--- src/bws_pkg.sv ---
`timescale 1ns / 1ps
// Shared constants, register codes and interface structs of the brightest window search.
// Used by every design module of the block and by the testbench; depends on nothing else.
package bws_pkg;

  // Frame geometry limits.
  localparam int MAX_WIDTH         = 1024;
  localparam int MAX_WINDOW_HEIGHT = 1024;
  localparam int PIXEL_BITS        = 8;

  // Field and state widths.
  localparam int COL_W   = $clog2(MAX_WIDTH);
  localparam int SLOT_W  = $clog2(MAX_WINDOW_HEIGHT);
  localparam int FILL_W  = COL_W + 1;
  localparam int ROW_W   = 12;
  localparam int CFG_W   = 11;
  localparam int STEP_W  = 8;
  localparam int CSUM_W  = 18;
  localparam int WSUM_W  = 28;
  localparam int LINE_AW = SLOT_W + COL_W;

  // Configuration register indexes.
  localparam int CFG_IDX_W = 2;
  localparam logic [CFG_IDX_W-1:0] REG_IMAGE_WIDTH   = 2'd0;
  localparam logic [CFG_IDX_W-1:0] REG_WINDOW_WIDTH  = 2'd1;
  localparam logic [CFG_IDX_W-1:0] REG_WINDOW_HEIGHT = 2'd2;
  localparam logic [CFG_IDX_W-1:0] REG_STEP          = 2'd3;

  // Register values after reset.
  localparam logic [CFG_W-1:0]  IMAGE_WIDTH_RST   = 11'd1024;
  localparam logic [CFG_W-1:0]  WINDOW_WIDTH_RST  = 11'd798;
  localparam logic [CFG_W-1:0]  WINDOW_HEIGHT_RST = 11'd660;
  localparam logic [STEP_W-1:0] STEP_RST          = 8'd2;

  // Grid remainder pipeline: GRID_BITS dividend bits per stage.
  localparam int GRID_W      = ROW_W;
  localparam int GRID_BITS   = 3;
  localparam int GRID_STAGES = GRID_W / GRID_BITS;

  // Item pipeline: stage 0 feeds the column update, stage 1 the window sum,
  // the last stage meets the grid result and updates the best window.
  localparam int PIPE_DEPTH = GRID_STAGES + 1;
  localparam int SUM_DELAY  = GRID_STAGES - 1;

  // Frame results that may be owed at once (in flight plus queued).
  localparam int PEND_W = 2;
  localparam logic [PEND_W-1:0] MAX_PENDING = 2'd2;

  // Column update request, taken in the cycle after the pixel is accepted.
  typedef struct packed {
    logic                  valid;
    logic [COL_W-1:0]      x;
    logic [PIXEL_BITS-1:0] pix;
    logic                  zero_col;
    logic                  sub_line;
  } col_req_t;

  // Horizontal running sum control.
  typedef struct packed {
    logic valid;
    logic x_zero;
    logic sub_back;
  } sum_req_t;

  // Window evaluation request.
  typedef struct packed {
    logic             valid;
    logic             last;
    logic             hit;
    logic [COL_W-1:0] left;
    logic [ROW_W-1:0] top;
  } eval_req_t;

  // One frame result.
  typedef struct packed {
    logic              found;
    logic [COL_W-1:0]  rect_x;
    logic [ROW_W-1:0]  rect_y;
    logic [WSUM_W-1:0] best_sum;
  } result_t;

endpackage

--- src/bws_grid_check.sv ---
`timescale 1ns / 1ps
// Pipelined remainder of the window corner by the grid step, a few bits per stage.
// Depends on bws_pkg.
module bws_grid_check (
  input  logic                        clk,
  input  logic [bws_pkg::ROW_W-1:0]   top,
  input  logic [bws_pkg::COL_W-1:0]   left,
  input  logic [bws_pkg::STEP_W-1:0]  step,
  output logic                        top_ok,
  output logic                        left_ok
);
  import bws_pkg::*;

  logic [GRID_W-1:0] top_num  [GRID_STAGES+1];
  logic [GRID_W-1:0] left_num [GRID_STAGES+1];
  logic [STEP_W-1:0] top_rem  [GRID_STAGES+1];
  logic [STEP_W-1:0] left_rem [GRID_STAGES+1];
  logic [STEP_W-1:0] step_q   [GRID_STAGES+1];

  // Restoring remainder over GRID_BITS dividend bits, most significant first.
  function automatic logic [STEP_W-1:0] rem_digits(input logic [STEP_W-1:0] rem_in,
                                                   input logic [GRID_BITS-1:0] bits,
                                                   input logic [STEP_W-1:0] divisor);
    logic [STEP_W:0]   acc;
    logic [STEP_W-1:0] r;
    r = rem_in;
    for (int i = GRID_BITS - 1; i >= 0; i--) begin
      acc = {r, bits[i]};
      if (acc >= {1'b0, divisor}) begin
        acc = acc - {1'b0, divisor};
      end
      r = acc[STEP_W-1:0];
    end
    return r;
  endfunction

  // Stage 0 takes the dividends; each later stage consumes the top bits.
  always_ff @(posedge clk) begin
    top_num[0]  <= top;
    left_num[0] <= GRID_W'(left);
    top_rem[0]  <= '0;
    left_rem[0] <= '0;
    step_q[0]   <= step;
    for (int k = 0; k < GRID_STAGES; k++) begin
      top_num[k+1]  <= top_num[k] << GRID_BITS;
      left_num[k+1] <= left_num[k] << GRID_BITS;
      top_rem[k+1]  <= rem_digits(top_rem[k], top_num[k][GRID_W-1 -: GRID_BITS], step_q[k]);
      left_rem[k+1] <= rem_digits(left_rem[k], left_num[k][GRID_W-1 -: GRID_BITS], step_q[k]);
      step_q[k+1]   <= step_q[k];
    end
  end

  assign top_ok  = (top_rem[GRID_STAGES] == '0);
  assign left_ok = (left_rem[GRID_STAGES] == '0);

endmodule

--- config.mk ---
export PLATFORM = sky130hd
export DESIGN_NAME = bws_grid_check
export DESIGN_NICKNAME = d
export VERILOG_FILES = /design/src/bws_pkg.sv /design/src/bws_grid_check.sv
export SDC_FILE = /design/constraint.sdc
export NUM_CORES = 1
export LEC_CHECK = 0
export BUFFER_PORTS_ARGS = -buffer_cell sky130_fd_sc_hd__buf_2
export CAP_MARGIN = 20
export CORE_MARGIN = 5
export CORE_UTILIZATION = 40
export CTS_BUF_LIST = sky130_fd_sc_hd__clkbuf_4
export DETAILED_ROUTE_END_ITERATION = 8
export GPL_TIMING_DRIVEN = 0
export PLACE_DENSITY_LB_ADDON = 0.15
export SETUP_SLACK_MARGIN = 0.3
export SYNTH_ARGS = -nofsm -noshare
export SYNTH_HDL_FRONTEND = slang
export SYNTH_SLANG_ARGS = --single-unit
--- constraint.sdc ---
create_clock -name clk -period 7 [get_ports clk]
set_input_delay 1.05 -clock clk [delete_from_list [all_inputs] [get_ports clk]]
set_output_delay 1.05 -clock clk [all_outputs]
set_load 0.01 [all_outputs]
==> impl_metrics.toml <==
[clock_tree]
clk_pin_slew_ps = 170
cts_hold_buf = 0
cts_sinks = 154
insertion_delay_ps = 620
cts_inserted_buffers = 17
clock_path_buffers = 2
h-tree-depth = 4
root_buffer = "clkbuf_4"
cts_tree = "built"

[yosys]
yosysSeqAreaShare = 0.2452
synth_edf_count = 0
synth_seq_cells = 154
synth_area_um2 = 12570
async_reset_ff_frac = 0
synth.distinct_cells = 81
synth_fp_nets = 1626
syn_area_per_cell_um2 = 9.012
ys.flop_type = "dfxtp_1"
ys_warn_count = 0
synth_cells = 1395

[die]
rows = 65
start_util = 0.4015
core_um2 = 31310
fp.dieH_um = 187.3
dieArea_um2 = 35080
die_x_um = 187.3
io_pins = 33

[routing]
drt_iter0_drc = 431
via_count = 10063
m1WireLength_um = 13590
route.met3.wl_um = 797
ant_nets = 0
viasPerCell = 5.333
wire_per_inst_um = 15.63
drcViolationCount = 0
firstDrtPassIters = 5
drt-total-wl_um = 29500
route.met2.wl_um = 14500
routed.top_layer = "met4"

[critical_path]
worst_setup_path_start_kind = "register"
cp-end-kind = "register"
cp_num_buf_inv = 4
worstRegToRegCells = 28
required_ps = 7560
critical_path.max_stage_delay_ps = 420
cp.depth = 28
crit_type = "register to register"
slowest_stage = "dfxtp_1"
worstPathMaxFanout = 10
critPathArrivalTime_ps = 6960
path_delay_family = "compound AO/OA/AOI/OAI gates"

[cells_and_area]
final_nets = 1702
area_growth_pct = 11.60
drive_gt1_frac = 0.1752
layout_commonest_cell = "ha_1"
layout_common_cells = "ha_1 (171), dfxtp_1 (151), inv_1 (105)"

[timing]
finalSetupTns_ps = 0
setup_viol = 0
max_clock_freq_mhz = 156.4
finalMaxSlewViolations = 0
timing_hold_violations_final = 0
relSlewSlack = 0.5434
fin_crit_sh = 0.9136
rsz0062_at_grt = "yes"
skew_ps = 27.36
period_needed_ps = 6395
worst_pin_slew_ps = 680.3

[worst_hold_path]
hold_path_depth = 0
hold_path_class = "register to register"

[global_route]
grt_max_degree = 19
grt_usage = 0.1685
grt_antenna_before_repair = 1
grt.overflow.total = 0
grt_pass1_wl_um = 48880
grt_pass1_vias = 9877

[run_status]
status = "finished clean"

[run]
maxCapViolCount = 0

[placement]
hpwl_um = 23250
portBuffers = 32
place.gp.congestion = 0.8286
-- per-layer routing --
layer	up-vias	track usage
met5	-	0
met4	0	0.04977
met3	30	0.03359
met2	109	0.2973
met1	4704	0.2078
li1	5220	-
-- path summary, 6_finish.rpt --
check / slack [ps] / to / from
max: 600 / top_rem[2][0] / step_q[0][13]
max reg2reg: 600 / top_rem[2][0] / step_q[0][13]
min reg2reg: 330 / top_num[0][15] / top_num[0][0]
min: 330 / top_num[0][15] / top_num[0][0]
-- area by class of cell --
| cell class | count | area, µm² |
|---|---|---|
| plain buffers | 14 | 96.34 |
| flip-flops and latches | 154 | 3092 |
| multi-input cells | 1115 | 9219 |
| repair buffers | 57 | 372.9 |
| clock buffers | 17 | 127.6 |
| inverters | 112 | 446.7 |
| fillers | 3125 | 17280 |
| well taps | 402 | 503.0 |
| diodes | 1 | 2.502 |
| clock inverters | 15 | 171.4 |
-- metrics by stage --
stage,std cells,utilization,hold WS [ps],instance area (µm²),setup slack (ps)
after global placement,1829,0.4227,311.3,13240,-564.1
after detailed placement,1829,0.4227,312.1,13240,-541.1
final,1887,0.4481,334.4,14030,604.5
after CTS,1868,0.4372,333.0,13690,313.1
after global routing,1887,0.4481,332.0,14030,250.2
after floorplan,1395,-,309.6,12570,772.7
-- flip-flops by register name, summed over array words and instances (netlist names) --
name	flops
step_q	32
left_rem	32
left_num	28
top_rem	32
top_num	30
-- kinds of logic (layout without fill, tap and decap cells) --
group,after synthesis,count (layout),share of synthesized area
and+or+nand+nor,363,363,0.1483
AOI/OAI and AO/OA,335,335,0.1824
adders and majority gates,200,200,0.2116
DFF,154,154,0.2452
buffers and inverters,126,215,0.04021
muxes,111,111,0.09843
xor gates and xnor gates,106,106,0.07385
other,0,1,0
-- synth_stat cells, types with 5 or more instances --
cell type | count | area share
nor2_1 | 95 | 0.028
inv_1 | 112 | 0.033
nand2_1 | 63 | 0.019
a21oi_1 | 85 | 0.034
nand2b_1 | 12 | 0.0060
a211oi_1 | 7 | 0.0042
and3_1 | 5 | 0.0025
a21boi_0 | 7 | 0.0042
mux2_2 | 71 | 0.064
o21a_1 | 30 | 0.018
o21bai_1 | 19 | 0.011
dfxtp_1 | 154 | 0.25
or2_2 | 5 | 0.0025
o22ai_1 | 5 | 0.0025
clkbuf_1 | 5 | 0.0015
nand4_1 | 28 | 0.014
o211ai_1 | 13 | 0.0078
ha_1 | 179 | 0.18
xor2_1 | 41 | 0.029
o221ai_1 | 6 | 0.0042
nand3_1 | 30 | 0.012
mux2i_1 | 31 | 0.025
or3_1 | 12 | 0.0060
o21ai_0 | 65 | 0.026
nor3_1 | 34 | 0.014
fa_1 | 21 | 0.033
mux2_4 | 7 | 0.0084
buf_2 | 5 | 0.0020
o31ai_1 | 5 | 0.0030
a21o_1 | 29 | 0.017
and2_1 | 10 | 0.0050
xnor2_1 | 65 | 0.045
or4_1 | 6 | 0.0036
nor2b_1 | 39 | 0.019
o31a_1 | 6 | 0.0042
a31oi_1 | 6 | 0.0030
-- repair_timing --
item / 4_1_cts / 5_1_grt
gates resized for setup: 25 / 49
setup buffers: 7 / 18
pin swaps: 0 / 4
endpoints found under the setup margin: 40 / 45
Power is left out: the tool's default activity adds up to more than one toggle a clock period on the data nets, which glitch-free logic cannot reach.
