===== config.mk =====
export PLATFORM = sky130hd
export DESIGN_NAME = bws_window_eval
export DESIGN_NICKNAME = d
export VERILOG_FILES = /design/src/bws_pkg.sv /design/src/bws_window_eval.sv
export SDC_FILE = /design/constraint.sdc
export NUM_CORES = 1
export LEC_CHECK = 0
export BUFFER_PORTS_ARGS = -buffer_cell sky130_fd_sc_hd__buf_2
export CAP_MARGIN = 20
export CORE_MARGIN = 4
export CORE_UTILIZATION = 35
export DETAILED_ROUTE_END_ITERATION = 6
export HOLD_SLACK_MARGIN = 0.05
export PLACE_DENSITY = 0.51
export SLEW_MARGIN = 10
export SYNTH_ARGS = -nofsm -noshare
export SYNTH_HDL_FRONTEND = slang
export SYNTH_SLANG_ARGS = --single-unit

===== constraint.sdc =====
create_clock -name clk -period 5.1 [get_ports clk]
set_clock_uncertainty 0.2 [all_clocks]
set_input_delay 0.255 -clock clk [delete_from_list [all_inputs] [get_ports clk]]
set_output_delay 0.255 -clock clk [all_outputs]
set_load 0.02 [all_outputs]

===== src/bws_pkg.sv =====
`timescale 1ns / 1ps
// Shared constants, register codes and interface structs of the brightest window search.
// Used by every design module of the block and by the testbench; depends on nothing else.
package bws_pkg;

  // Frame geometry limits.
  localparam int MAX_WIDTH         = 1024;
  localparam int MAX_WINDOW_HEIGHT = 1024;
  localparam int PIXEL_BITS        = 8;

  // Field and state widths.
  localparam int COL_W   = $clog2(MAX_WIDTH);
  localparam int SLOT_W  = $clog2(MAX_WINDOW_HEIGHT);
  localparam int FILL_W  = COL_W + 1;
  localparam int ROW_W   = 12;
  localparam int CFG_W   = 11;
  localparam int STEP_W  = 8;
  localparam int CSUM_W  = 18;
  localparam int WSUM_W  = 28;
  localparam int LINE_AW = SLOT_W + COL_W;

  // Configuration register indexes.
  localparam int CFG_IDX_W = 2;
  localparam logic [CFG_IDX_W-1:0] REG_IMAGE_WIDTH   = 2'd0;
  localparam logic [CFG_IDX_W-1:0] REG_WINDOW_WIDTH  = 2'd1;
  localparam logic [CFG_IDX_W-1:0] REG_WINDOW_HEIGHT = 2'd2;
  localparam logic [CFG_IDX_W-1:0] REG_STEP          = 2'd3;

  // Register values after reset.
  localparam logic [CFG_W-1:0]  IMAGE_WIDTH_RST   = 11'd1024;
  localparam logic [CFG_W-1:0]  WINDOW_WIDTH_RST  = 11'd798;
  localparam logic [CFG_W-1:0]  WINDOW_HEIGHT_RST = 11'd660;
  localparam logic [STEP_W-1:0] STEP_RST          = 8'd2;

  // Grid remainder pipeline: GRID_BITS dividend bits per stage.
  localparam int GRID_W      = ROW_W;
  localparam int GRID_BITS   = 3;
  localparam int GRID_STAGES = GRID_W / GRID_BITS;

  // Item pipeline: stage 0 feeds the column update, stage 1 the window sum,
  // the last stage meets the grid result and updates the best window.
  localparam int PIPE_DEPTH = GRID_STAGES + 1;
  localparam int SUM_DELAY  = GRID_STAGES - 1;

  // Frame results that may be owed at once (in flight plus queued).
  localparam int PEND_W = 2;
  localparam logic [PEND_W-1:0] MAX_PENDING = 2'd2;

  // Column update request, taken in the cycle after the pixel is accepted.
  typedef struct packed {
    logic                  valid;
    logic [COL_W-1:0]      x;
    logic [PIXEL_BITS-1:0] pix;
    logic                  zero_col;
    logic                  sub_line;
  } col_req_t;

  // Horizontal running sum control.
  typedef struct packed {
    logic valid;
    logic x_zero;
    logic sub_back;
  } sum_req_t;

  // Window evaluation request.
  typedef struct packed {
    logic             valid;
    logic             last;
    logic             hit;
    logic [COL_W-1:0] left;
    logic [ROW_W-1:0] top;
  } eval_req_t;

  // One frame result.
  typedef struct packed {
    logic              found;
    logic [COL_W-1:0]  rect_x;
    logic [ROW_W-1:0]  rect_y;
    logic [WSUM_W-1:0] best_sum;
  } result_t;

endpackage


===== src/bws_window_eval.sv =====
`timescale 1ns / 1ps
// Horizontal window sum, best window tracking and a two-entry result queue.
// Depends on bws_pkg.
module bws_window_eval (
  input  logic                        clk,
  input  logic                        rst,
  input  bws_pkg::sum_req_t           sum_req,
  input  logic [bws_pkg::CSUM_W-1:0]  col_sum,
  input  logic [bws_pkg::CSUM_W-1:0]  back_sum,
  input  bws_pkg::eval_req_t          eval_req,
  output logic                        res_valid,
  input  logic                        res_ready,
  output bws_pkg::result_t            res
);
  import bws_pkg::*;

  logic [WSUM_W-1:0] win_sum;
  logic [WSUM_W-1:0] win_sum_next;
  logic [WSUM_W-1:0] sum_pipe [SUM_DELAY];
  logic [WSUM_W-1:0] sum_now;
  logic              any_seen;
  logic [WSUM_W-1:0] best_sum_q;
  logic [COL_W-1:0]  best_left;
  logic [ROW_W-1:0]  best_top;
  logic              take;
  logic              any_new;
  logic              push;
  logic              pop;
  result_t           res_d;
  result_t           q_head;
  result_t           q_tail;
  logic [1:0]        q_count;

  // Running sum over the last window_width column sums of the row.
  always_comb begin
    win_sum_next = (sum_req.x_zero ? '0 : win_sum) + WSUM_W'(col_sum)
                   - (sum_req.sub_back ? WSUM_W'(back_sum) : '0);
  end

  // The sum waits for the grid remainder to finish.
  always_ff @(posedge clk) begin
    if (sum_req.valid) begin
      win_sum <= win_sum_next;
    end
    sum_pipe[0] <= win_sum_next;
    for (int k = 1; k < SUM_DELAY; k++) begin
      sum_pipe[k] <= sum_pipe[k-1];
    end
  end

  assign sum_now = sum_pipe[SUM_DELAY-1];

  // Keep the first window with the strictly largest sum.
  always_comb begin
    take    = eval_req.valid && eval_req.hit && (!any_seen || (sum_now > best_sum_q));
    any_new = any_seen || take;
    push    = eval_req.valid && eval_req.last;
    pop     = res_valid && res_ready;
    res_d.found    = any_new;
    res_d.rect_x   = !any_new ? '0 : (take ? eval_req.left : best_left);
    res_d.rect_y   = !any_new ? '0 : (take ? eval_req.top : best_top);
    res_d.best_sum = !any_new ? '0 : (take ? sum_now : best_sum_q);
  end

  always_ff @(posedge clk) begin
    if (take) begin
      best_sum_q <= sum_now;
      best_left  <= eval_req.left;
      best_top   <= eval_req.top;
    end
  end

  // The frame end starts a fresh search.
  always_ff @(posedge clk) begin
    if (rst) begin
      any_seen <= 1'b0;
    end else if (push) begin
      any_seen <= 1'b0;
    end else if (take) begin
      any_seen <= 1'b1;
    end
  end

  // Result queue: the head drives the port, the tail takes a second result.
  always_ff @(posedge clk) begin
    case ({push, pop})
      2'b10: begin
        if (q_count == 2'd0) begin
          q_head <= res_d;
        end else begin
          q_tail <= res_d;
        end
      end
      2'b01: begin
        q_head <= q_tail;
      end
      2'b11: begin
        if (q_count == 2'd1) begin
          q_head <= res_d;
        end else begin
          q_head <= q_tail;
          q_tail <= res_d;
        end
      end
      default: begin
      end
    endcase
  end

  always_ff @(posedge clk) begin
    if (rst) begin
      q_count <= 2'd0;
    end else begin
      case ({push, pop})
        2'b10:   q_count <= q_count + 2'd1;
        2'b01:   q_count <= q_count - 2'd1;
        default: q_count <= q_count;
      endcase
    end
  end

  assign res_valid = (q_count != 2'd0);
  assign res       = q_head;

endmodule


==> summary.md <==
| Metric | Value |
|---|---|
| Final-stage net count | roughly 1300 |
| WP data required | 5.22 ns |
| Leakage | approximately 6 nW |
| Die width | approximately 190 µm |
| Top-area cell type share of the netlist area | roughly a third |
| Slowest cell on the critical path | a311oi_1 |
| Starting density of the core | roughly 36% |
| Avg Vias per Cell | around 4.5 |
| First-pass GRT wire length | 36650 µm |
| Pwr/cell area | 617.7 mW/mm² |
| Total Wirelength | between 20000 and 25000 µm |
| Hold_ws | ~0.12 ns |
| DRC errors left | 0 |
| Total congestion overflow | 0 |
| TritonCTS clock tree | done |
| Worst-margin pin slew | 1.037 ns |
| Maximum VDD drop | 270.5 µV |
| Site Rows | between 60 and 70 |
| Leading area contributor after synthesis | edfxtp_1 |
| Post-synthesis compound-gate area fraction | 8.773% |
| Clock Tree Buf Depth | 3 |
| Cell-by-cell trace of the critical path | nand2b_1 -> fa_1 -> fa_1 -> nor2b_1 -> o2111ai_1 -> a311oi_1 -> o2111ai_1 -> nand2_1 -> o221ai_2 -> o311ai_1 |
| Full die area | around 0.035 mm² |
| Largest family of logic cells by synthesized area | adder cells |
| Hold Crit Class | reg -> reg |
| Power, Total | around 8.4 mW |
| Final min period | ~3.7 ns |
| Largest net degree at the start of global routing | 52 |
| Number of flops mapped to enable cells by yosys | 130 |
| Ports | 119 |
| Layout cells sized above 1 | between 15 and 20% |
| Crit path arrival time | roughly 3.8 ns |
| CP startpoint kind | flip-flop |
| Core ar. | 0.03156 mm² |
| Clock Latency Late Sink | around 0.53 ns |
| Final Max Tran Viols | 0 |
| Critical path origin | win_sum[1] |
| # H-tree levels | 1 |
| Synth unique cells | 48 |
| Async set-or-reset flop fraction in the synthesized netlist | 0% |
| Post-Synthesis Cells | slightly below 1000 |
| Crit Path Max Fanout | 4 |
| Area delta synth->final | 21.13% |
| Ys flop type | dfxtp_1 |
| Vias in the first global route | roughly 7000 |
| Die Y | approximately 190 µm |
| Post-CTS Resized | 0 |
| Wire length per cell | ~14 µm |
| Mapped cell area | roughly 0.011 mm² |
| Final HPWL DP | approximately 15000 µm |
| Delay of the slowest cell on the worst path | ~0.48 ns |
| Final core utilization | 43.03% |
| Adder-cell share of the synthesized area | 10.02% |
| CP Capture Type | flip-flop |
| Synth warn | 0 |
| Setup_tns | 0 ns |
| DR iter-0 viols | 261 |
| Register area share after synthesis | about 60% |
| Antenna violations before repair | 0 |
| Status | completed |
| Synth Register Bits | 267 |
| Buf/Inv on CP | 0 |
| Top Family by Delay on Critical Path | compound AO/OA/AOI/OAI gates |
| Critical path class | reg -> reg |
| Post-synthesis mux area share | under 10% |
| Root buf cell | clkbuf_16 |
| Max_cap viols | 0 |
| Simple-Gate Fraction of Synth Area | a little under a tenth |
| Period utilisation layout | 72.21% |
| Gp weighted congestion | roughly 0.8 |
| Mapped Nets | approximately 1100 |
| Worst reg2reg setup slack | 1.42 ns |
| Num Clock Sinks | roughly 270 |
| Setup-failing EPs final | 0 |
| Slew margin rel. | between 30% and 40% |
| Drt first pass iters | 4 |
| Hold Startpoint | sum_pipe[0][30] |
| Via count | about 7000 |
| Mean post-synth cell area | approximately 11 µm² |
| Antenna cell count | 0 |
| All-Layer GR Usage | between 10% and 20% |
| Most area-consuming cells after synthesis | edfxtp_1 (35%), dfxtp_1 (24%), ha_1 (6.8%) |
| Detail Route Antenna Nets | 0 |
| Reg2reg start | win_sum[1] |
| RSZ-0062 raised after global routing | false |
| PortBufs | about 120 |
| Final Hold Vio Count | 0 |
| Max Fclk | 271.5 MHz |
| XOR/XNOR Fraction of Synth Area | roughly 1.8% |
| CTS Buf Count | 29 |
| Clock-pin slew of the registers on the worst-case setup and hold paths | roughly 0.060 ns |
## final timing paths
path / endpoint / cells past startpoint
min: sum_pipe[0][58] / 0
min reg2reg: sum_pipe[0][58] / 0
max: win_sum[26] / 10
max reg2reg: win_sum[26] / 10
## area by class of cell
type | instances | area (µm²)
fillers | 3015 | 17980
flip-flops and latches | 267 | 6646
multi-input cells | 532 | 3934
repair buffers | 152 | 925.9
clock buffers | 41 | 897.1
inverters | 155 | 581.8
well taps | 402 | 503.0
clock inverters | 12 | 90.09
## Yosys cell counts (3+ instances only)
master	n
inv_1	154
dfxtp_1	137
edfxtp_1	130
nor2_1	77
nand2_1	65
ha_1	61
o21ai_1	51
mux2i_1	50
nand2b_1	29
a21oi_1	26
and2_1	21
clkbuf_1	19
fa_1	18
xnor2_1	18
a21o_1	16
o21ai_0	15
o21a_1	10
nor3_1	8
a211oi_1	7
nand4_1	7
buf_4	5
nand3_1	5
nor2b_1	5
xor2_1	5
and3_1	4
o2111ai_1	4
a21oi_2	3
a221o_1	3
and4_1	3
## layer usage
layer	vias up	routed length [µm]	track usage, %
met5	-	0	0
met2	156	9581	19.80
met3	34	965	2.146
met4	0	396	2.901
li1	3612	-	-
met1	3214	11290	17.98
## power by group
part / switching [mW] / total [mW] / internal (mW)
sequential: 0.277 / 3.54 / 3.26
combinational: 1.69 / 2.75 / 1.06
clock: 0.823 / 2.10 / 1.28
## cell usage in the layout, fill, tap and decap left out, types with 5 or more instances in the layout
cell	instances
nor2_1	76
edfxtp_1	130
clkinv_2	9
o21ai_1	51
mux2i_1	50
clkbuf_16	34
o21ai_0	13
and2_1	21
xor2_1	5
a21oi_1	25
nor2b_1	5
inv_1	154
nor3_1	8
o21a_1	10
clkbuf_1	5
buf_2	118
nand4_1	7
a211oi_1	6
ha_1	61
nand2b_1	29
a21o_1	16
buf_4	6
dfxtp_1	137
fa_1	18
dlygate4sd3_1	27
xnor2_1	18
nand3_1	5
nand2_1	65
## metrics by stage
step / instances / cell area [µm²] / setup WS [ns]
2_1_floorplan: 978 / 11210 / 0.06450
6_report: 1561 / 13580 / 1.417
3_3_place_gp: 1481 / 12320 / 1.137
4_1_cts: 1561 / 13580 / 1.433
5_1_grt: 1561 / 13580 / 1.141
3_5_place_dp: 1481 / 12320 / 1.005
## state kept, by name, indices dropped and copies added (netlist names)
name        cells
any_seen        1
best_left      10
best_sum_q     28
best_top       12
q_count         2
q_tail         51
res            51
sum_pipe       84
win_sum        28
## logic make-up after synthesis
logic type	Yosys count
buffers and inverters	179
flip-flops	267
multiplexers	50
AND/OR/NAND/NOR	228
XOR/XNOR	23
AO/OA/AOI/OAI	152
adder cells (fa/ha/maj)	79
## repair_timing
action | in CTS | in global routing
endpoints found under the setup margin | 0 | 0
endpoints found under the hold margin | 72 | 0
hold buffers | 27 | 0
setup buffers | 0 | 0
No activity file was read; power rests on OpenSTA's default activity.
